<file path="src/hdl/nlms_pkg.sv">
// Package for the NLMS adaptive noise canceller.
// Holds sizes, register indexes and the controller/datapath command and status types.
// No dependencies.
package nlms_pkg;

  localparam int MAX_TAPS       = 256;
  localparam int SAMPLE_BITS    = 16;
  localparam int MIN_TAPS       = 8;
  localparam int RESET_TAPS     = 64;

  localparam int ADDR_BITS      = $clog2(MAX_TAPS);
  localparam int CNT_BITS       = ADDR_BITS + 1;
  localparam int TAP_FIELD_BITS = 9;
  localparam int STEP_BITS      = 16;
  localparam int REG_BITS       = 32;
  localparam int WEIGHT_BITS    = 32;
  localparam int ACC_BITS       = 48;

  localparam int ENERGY_BITS    = 2 * SAMPLE_BITS + CNT_BITS;
  localparam int GAIN_BITS      = 64 - SAMPLE_BITS;
  localparam int DIV_SHIFT      = SAMPLE_BITS + 13;
  localparam int NUM_BITS       = STEP_BITS + SAMPLE_BITS;
  localparam int DVD_BITS       = NUM_BITS + DIV_SHIFT;
  localparam int DIV_CNT_BITS   = $clog2(DVD_BITS);
  localparam int CTR_BITS       = (CNT_BITS > DIV_CNT_BITS) ? CNT_BITS : DIV_CNT_BITS;

  localparam int CFG_IDX_BITS   = 3;
  localparam int CFG_DATA_BITS  = 32;

  localparam logic [CFG_IDX_BITS-1:0] REG_TAP_COUNT    = 3'd0;
  localparam logic [CFG_IDX_BITS-1:0] REG_STEP_SIZE    = 3'd1;
  localparam logic [CFG_IDX_BITS-1:0] REG_REGULARIZER  = 3'd2;
  localparam logic [CFG_IDX_BITS-1:0] REG_FREEZE_ADAPT = 3'd3;

  typedef struct packed {
    logic                 clear_wr;
    logic [ADDR_BITS-1:0] clear_addr;
    logic                 in_ready;
    logic                 p1_issue;
    logic                 p2_issue;
    logic [ADDR_BITS-1:0] rd_widx;
    logic                 est_load;
    logic                 div_start;
    logic                 div_step;
    logic                 out_load;
    logic                 pos_adv;
  } ctrl_cmd_t;

  typedef struct packed {
    logic                tap_wr;
    logic                in_fire;
    logic                pipe_busy;
    logic                adapt;
    logic                out_busy;
    logic [CNT_BITS-1:0] tap_count;
  } dp_status_t;

endpackage

</file>
<file path="src/hdl/nlms_ctrl.sv">
// Sequencer of the NLMS noise canceller: clear sweep, estimate pass, divide, update pass.
// Depends on nlms_pkg.
module nlms_ctrl (
  input  logic                 clk,
  input  logic                 rst,
  input  nlms_pkg::dp_status_t status,
  output nlms_pkg::ctrl_cmd_t  cmd
);
  import nlms_pkg::*;

  typedef enum logic [3:0] {
    S_CLEAR, S_IDLE, S_PASS1, S_DRAIN1, S_EST, S_CHECK,
    S_DIV, S_PASS2, S_DRAIN2, S_DONE
  } state_t;

  state_t              state;
  logic [CTR_BITS-1:0] cnt;
  logic [CTR_BITS-1:0] last_tap;

  assign last_tap = CTR_BITS'(status.tap_count) - CTR_BITS'(1);

  always_comb begin
    cmd            = '0;
    cmd.clear_addr = cnt[ADDR_BITS-1:0];
    cmd.rd_widx    = cnt[ADDR_BITS-1:0];
    unique case (state)
      S_CLEAR:  cmd.clear_wr  = 1'b1;
      S_IDLE:   cmd.in_ready  = 1'b1;
      S_PASS1:  cmd.p1_issue  = 1'b1;
      S_DRAIN1: ;
      S_EST:    cmd.est_load  = 1'b1;
      S_CHECK:  cmd.div_start = status.adapt;
      S_DIV:    cmd.div_step  = 1'b1;
      S_PASS2:  cmd.p2_issue  = 1'b1;
      S_DRAIN2: ;
      S_DONE: begin
        cmd.out_load = !status.out_busy;
        cmd.pos_adv  = !status.out_busy;
      end
      default: ;
    endcase
  end

  always_ff @(posedge clk) begin
    if (rst) begin
      state <= S_CLEAR;
      cnt   <= '0;
    end else if (status.tap_wr) begin
      // restart the clear sweep on any tap count write
      state <= S_CLEAR;
      cnt   <= '0;
    end else begin
      unique case (state)
        S_CLEAR: begin
          if (cnt == CTR_BITS'(MAX_TAPS - 1)) state <= S_IDLE;
          cnt <= cnt + 1'b1;
        end
        S_IDLE: begin
          cnt <= '0;
          if (status.in_fire) state <= S_PASS1;
        end
        S_PASS1: begin
          if (cnt == last_tap) state <= S_DRAIN1;
          cnt <= cnt + 1'b1;
        end
        S_DRAIN1: if (!status.pipe_busy) state <= S_EST;
        S_EST:    state <= S_CHECK;
        S_CHECK: begin
          cnt   <= '0;
          state <= status.adapt ? S_DIV : S_DONE;
        end
        S_DIV: begin
          if (cnt == CTR_BITS'(DVD_BITS - 1)) begin
            state <= S_PASS2;
            cnt   <= '0;
          end else begin
            cnt <= cnt + 1'b1;
          end
        end
        S_PASS2: begin
          if (cnt == last_tap) state <= S_DRAIN2;
          cnt <= cnt + 1'b1;
        end
        S_DRAIN2: if (!status.pipe_busy) state <= S_DONE;
        S_DONE:   if (!status.out_busy) state <= S_IDLE;
        default:  state <= S_CLEAR;
      endcase
    end
  end
endmodule

</file>
<file path="config.mk">
export PLATFORM = sky130hd
export DESIGN_NAME = nlms_ctrl
export DESIGN_NICKNAME = d
export VERILOG_FILES = /design/src/hdl/nlms_pkg.sv /design/src/hdl/nlms_ctrl.sv
export SDC_FILE = /design/constraint.sdc
export NUM_CORES = 1
export LEC_CHECK = 0
export ABC_AREA = 1
export BUFFER_PORTS_ARGS = -buffer_cell sky130_fd_sc_hd__buf_2
export CORE_MARGIN = 2
export CORE_UTILIZATION = 24
export CTS_CLUSTER_SIZE = 25
export DETAILED_ROUTE_END_ITERATION = 12
export GPL_TIMING_DRIVEN = 0
export SYNTH_ARGS = -nofsm -noshare
export SYNTH_HDL_FRONTEND = slang
export SYNTH_SLANG_ARGS = --single-unit
</file>
<file path="constraint.sdc">
create_clock -name clk -period 3.3 [get_ports clk]
set_input_delay 0.66 -clock clk [delete_from_list [all_inputs] [get_ports clk]]
set_output_delay 0.66 -clock clk [all_outputs]
set_load 0.01 [all_outputs]
</file>
==> results.yml, run 1 <==
timing:
  slew_headroom_pct: 63.65
  setup_tns_ps: 0
  hold_viol: 0
  finalMaxSlewViolations: 0
  period_share_pct: 63.85
  worstMarginPinSlew_ps: 543.3
  post-route-min-period_ps: 2107
  fmax_mhz: 474.6
  fin_ws_ps: 1193
  rsz0062_at_grt: "no"
  skew_ps: 1.057
  setup_viol: 0
outcome:
  status: "finished, final reports clean"
final_layout:
  area_delta_synth_final_pct: 23.97
  fillers: 624
  drive_above_1_share_pct: 32.36
  mostFrequentLayoutCells: "54 x nand2_1, 41 x nor2_1, 40 x buf_2"
  num-nets-final: 296
  antennaDiodeCount: 0
  final_common_cell: "nand2_1"
grt:
  grt_max_degree: 11
  grt_antenna_before_repair: 0
  track_usage_pct: 10.34
  grt_pass1_vias: 1238
  overflow: 0
  grt_pass1_wl_microns: 5278
clocking:
  root_buffer: "clkbuf_8"
  cts.reportedPaths.clkPinSlew_ps: 60
  cts_tree: "yes"
  h-tree-depth: 1
  postCtsResizedCells: 0
  clockBufferDepth: 2
  clk_latency_ps: 240
  cts_num_sinks: 13
  post_cts_buffers: 0
  cts-hold-fix-buffers: 0
  cts_buffers: 3
drt:
  vias: 1426
  vias_per_cell: 4.110
  dr.pass1.iters: 4
  initialDrtViolationCount: 65
  postRouteAntennaNets: 0
  drc: 0
  post_drt_wl_per_cell_microns: 9.084
  routed_wl_microns: 3152
critical_path:
  crit_path_start_kind: "flip-flop"
  slowest_delay_ps: 340
  slowest_stage: "dfxtp_1"
  worst_setup_path_end_kind: "primary output"
  critical_path.cell_chain: "inv_2, nor2_1, inv_1, nor4_1, buf_4, buf_2"
  cp_max_fo: 6
  critPathLaunch: "state[0]"
  cp.required_ps: 2640
  crit_type: "flip-flop to primary output"
  regToRegStartpoint: "cnt[3]"
  cp_data_arrival_time_ps: 1450
floorplan:
  placementRows: 27
  initial_core_util_pct: 25.10
  die_width_microns: 80.35
  coreArea_sq_um: 5574
  fp.dieH_microns: 80.35
  pin_count: 41
  dieArea_sq_um: 6455
placed_design:
  dp_hpwl_microns: 2638
  port_buffers: 40
  place.gp.congestion: 0.8550
  dp_slack_ps: 1137
synthesis:
  synth_edf_count: 0
  synth_area_leader_cell: "dfxtp_1"
  synth_top_cell_area_share_pct: 18.60
  yosysSeqAreaShare_pct: 18.60
  synth_area_leaders: "dfxtp_1 19%, nand2_1 14%, nor2_1 11%, buf_4 9.1%, inv_1 8.6%"
  synth-main-ff-cell: "dfxtp_1"
  netlist_instances: 231
  syn_area_sq_um: 1399
  avgSynthCellArea_sq_um: 6.056
  ys_warn_count: 0
  synth_fp_nets: 251
  yosysUniqueCellTypes: 30
  synth-seq-cells: 13
  ys_async_sr_fraction_pct: 0
pwr:
  peakVddDrop_mv: 0.1123
  power_density_nw_per_um2: 317.6
  p_leak_nw: 0.9646
run:
  drv_cap: 0
worst_hold_path:
  hold_start: "cnt[7]"
  hold_class: "flip-flop to flip-flop"
==> cells by family (layout without fill, tap and decap cells) <==
logic type,count (synthesis),after routing,share of synthesized area [%]
flops,13,13,18.60
simple gates,135,135,46.06
xor+xnor,8,8,5.009
buf+inv,57,101,19.86
fa+ha+maj,4,4,3.578
compound gates,14,14,6.887
==> layout make-up <==
type	instances	area (sq um)	share of cell area, %
clock buffers	4	45.04	2.597
repair buffers	40	200.2	11.54
flip-flops and latches	13	260.3	15.01
multi-input cells	161	860.8	49.64
well taps	72	90.09	5.195
plain buffers	17	127.6	7.359
inverters	40	150.1	8.658
==> registers in the layout, summed over array words and instances (netlist names) <==
register	count
cnt	9
state	4
==> stage by stage <==
step	std cells	total power [mW]	cell area [sq um]	hold WS, ps	utilization (%)
global placement	343	0.4090	1689	557.9	30.30
finish	347	0.5508	1734	570.2	31.11
CTS	347	0.5583	1734	576.8	31.11
detailed placement	343	0.4128	1689	569.2	30.30
floorplan	231	0.3548	1399	513.1	-
global route	347	0.5926	1734	603.8	31.11
==> layer usage <==
| metal | vias to the layer above | GRT usage (%) | wire (microns) |
|---|---|---|---|
| li1 | 785 | - | - |
| met5 | - | 0 | 0 |
| met4 | 0 | 4.576 | 40 |
| met2 | 19 | 16.42 | 1455 |
| met1 | 620 | 13.55 | 1572 |
| met3 | 2 | 1.910 | 83 |
==> path summary, 6_finish.rpt <==
path / endpoint / slack (ps) / cells after the start
worst min register to register: cnt[7] / 570 / 2
worst max-delay path: cmd[1] / 1190 / 6
worst min-delay path: cnt[7] / 570 / 2
worst max register to register: state[2] / 1430 / 12
==> cell usage after synthesis (3+ instances only) <==
cell type	instances
buf_4	17
nor2_1	41
xor2_1	6
nor3_1	7
a21oi_1	7
dfxtp_1	13
nand3_1	11
nand2_1	54
nand2_2	3
inv_1	32
ha_1	4
nor2_2	6
inv_2	8
==> worst max-delay path: cells and delay by family, from the launching register on <==
kind / cells / cell delay, ps
buf+inv: 4 / 470
flops: 1 / 340
simple gates: 2 / 400
==> power by group <==
part | internal, mW | switching, mW | leakage, nW
sequential | 0.166 | 0.0141 | 0.105
clock | 0.0853 | 0.0579 | 0.0228
combinational | 0.0888 | 0.139 | 0.837
No activity file was read; power rests on OpenSTA's default activity.
==> run 2, diff against run 1 <==
Settings changed: ABC_AREA 1 to 0.
Clock period 3.3 ns to 1.9 ns, I/O delays scaled along.
==> results.yml, run 2 <==
final_layout:
  antennaDiodeCount: 0
  top_register: "cnt"
  num-nets-final: 255
  largest_reg_flops: 9
  drive_above_1_share_pct: 50.00
  fin_area_sq_um: 1998
  fin_util_pct: 36.97
  reg_top3: "cnt x9, state x4"
  final_common_cell: "buf_2"
  area_delta_synth_final_pct: 50.66
  mostFrequentLayoutCells: "39 x buf_2, 30 x buf_4, 20 x nor2_1"
pwr:
  p_leak_nw: 0.8359
  peakVddDrop_mv: 0.2359
  power_mw: 0.6507
  power_density_nw_per_um2: 325.6
outcome:
  violations: "negative setup slack"
  status: "complete, but fails checks"
timing:
  post-route-min-period_ps: 2087
  slew_headroom_pct: 73.61
  finalMaxSlewViolations: 0
  period_share_pct: 109.9
  setup_tns_ps: -517.7
  worstMarginPinSlew_ps: 394.8
  fmax_mhz: 479.1
  skew_ps: 2.865
  setup_viol: 4
  fin_ws_ps: -187.3
  rsz0062_at_grt: "yes"
  hold_viol: 0
synthesis:
  yosysSeqAreaShare_pct: 19.62
  synth_area_leader_cell: "dfxtp_1"
  synth_fp_nets: 197
  netlist_instances: 177
  yosysUniqueCellTypes: 47
  synth-seq-cells: 13
  ys_async_sr_fraction_pct: 0
  synth_common_cells: "22 x nor2_1, 17 x buf_4, 13 x dfxtp_1"
  synth_edf_count: 0
  ys_warn_count: 0
  synth-main-ff-cell: "dfxtp_1"
  syn_area_sq_um: 1326
  synth_area_leaders: "dfxtp_1 20%, buf_4 9.6%, xnor2_1 6.6%, nor2_1 6.2%, xor2_1 5.3%"
  synth_top_cell_area_share_pct: 19.62
  synth_most_common_cell: "nor2_1"
  avgSynthCellArea_sq_um: 7.493
floorplan:
  placementRows: 27
  dieArea_sq_um: 6136
  initial_core_util_pct: 24.54
  coreArea_sq_um: 5405
  fp.dieH_microns: 78.34
  pin_count: 41
  die_width_microns: 78.34
grt:
  track_usage_pct: 12.89
  overflow: 0
  grt_max_degree: 11
  grt_antenna_before_repair: 0
  grt_pass1_vias: 1417
  grt_pass1_wl_microns: 6382
clocking:
  h-tree-depth: 1
  clk_latency_ps: 240
  cts-hold-fix-buffers: 0
  cts_tree: "yes"
  clockBufferDepth: 2
  root_buffer: "clkbuf_8"
  cts_buffers: 3
  cts.reportedPaths.clkPinSlew_ps: 50
  cts_num_sinks: 13
drt:
  dr.max_layer_used: "met4"
  wl_met1_microns: 1638
  vias: 1438
  vias_per_cell: 4.699
  initialDrtViolationCount: 32
  drc: 0
  post_drt_wl_per_cell_microns: 12.67
  wl_met3_microns: 227
  postRouteAntennaNets: 0
  routed_wl_microns: 3878
  dr.pass1.iters: 4
  met2_length_microns: 1981
placed_design:
  dp_slack_ps: -658.4
  port_buffers: 40
  place_area_sq_um: 1662
  place.gp.congestion: 0.8434
  dp_hpwl_microns: 2611
critical_path:
  worst_setup_path_end_kind: "flip-flop"
  r2r_cells: 9
  crit_path_start_kind: "input pin"
  cp_data_arrival_time_ps: 2260
  cp.required_ps: 2070
  cp_max_fo: 9
  crit_type: "input pin to flip-flop"
worst_hold_path:
  hold-path-cell-count: 3
  hold_class: "input pin to flip-flop"
run:
  drv_cap: 0
run 2: changes by cell type after synthesis, moves of 4 or more:
| cell | previous run | this run |
|---|---|---|
| clkbuf_1 | 0 | 5 |
| inv_1 | 32 | 6 |
| inv_2 | 8 | 0 |
| nand2_1 | 54 | 11 |
| nand2b_1 | 0 | 5 |
| nand3_1 | 11 | 7 |
| nor2_1 | 41 | 22 |
| nor2_2 | 6 | 0 |
| nor2b_1 | 0 | 6 |
| xnor2_1 | 2 | 10 |
run 2: path summary, 6_finish.rpt:
| check | endpoint | from | slack [ps] |
|---|---|---|---|
| max reg2reg | state[2] | cnt[5] | -180 |
| min reg2reg | cnt[8] | cnt[8] | 560 |
| max | state[0] | status[1] | -190 |
| min | state[2] | status[13] | 500 |
run 2: kinds of logic after synthesis:
logic type,after synthesis,synth area share [%]
flops,13,19.62
fa+ha+maj,4,3.774
simple gates,83,34.25
compound gates,28,16.13
xor+xnor,18,11.89
buf+inv,31,14.34
run 2: power breakdown:
part,total [mW],internal (mW),switching (mW)
clock network,0.249,0.148,0.100
logic,0.131,0.0662,0.0649
registers,0.271,0.268,0.00315
total,0.651,0.482,0.168
run 2: what timing repair did:
item                                    in CTS  in global routing
buffers inserted                            14                  1
endpoints found under the setup margin      11                  7
endpoints found under the hold margin        0                  0
pin swaps                                    8                  7
gates resized for setup                     26                 25
run 2: area by class of cell:
cell class / instances / area [sq um]
clock buffer: 4 / 45.04
timing repair buffer: 55 / 350.3
inverter: 6 / 40.04
buffer: 23 / 172.7
tap: 72 / 90.09
sequential: 13 / 285.3
multi-input combinational: 133 / 1015
fill: 606 / 3407
run 2: metal layers:
metal / global-route usage (%) / up-vias
met2: 23.36 / 40
met3: 3.448 / 5
li1: - / 724
met4: 4.211 / 0
met1: 14.58 / 669
met5: 0 / -
run 2: stage by stage:
step / std cells / hold WS [ps]
detailed placement: 289 / 543.2
global route: 306 / 515.7
finish: 306 / 496.6
floorplan: 177 / 514.3
global placement: 289 / 540.3
CTS: 305 / 441.3
run 2: critical path, cell delays in order:
cell and delay (ps):
buf_12 100, inv_12 30, ha_4 140, buf_6 130
nor2b_1 120, or3_1 340, a31oi_1 160, nand4_1 150
or4_4 550, a31oi_4 140
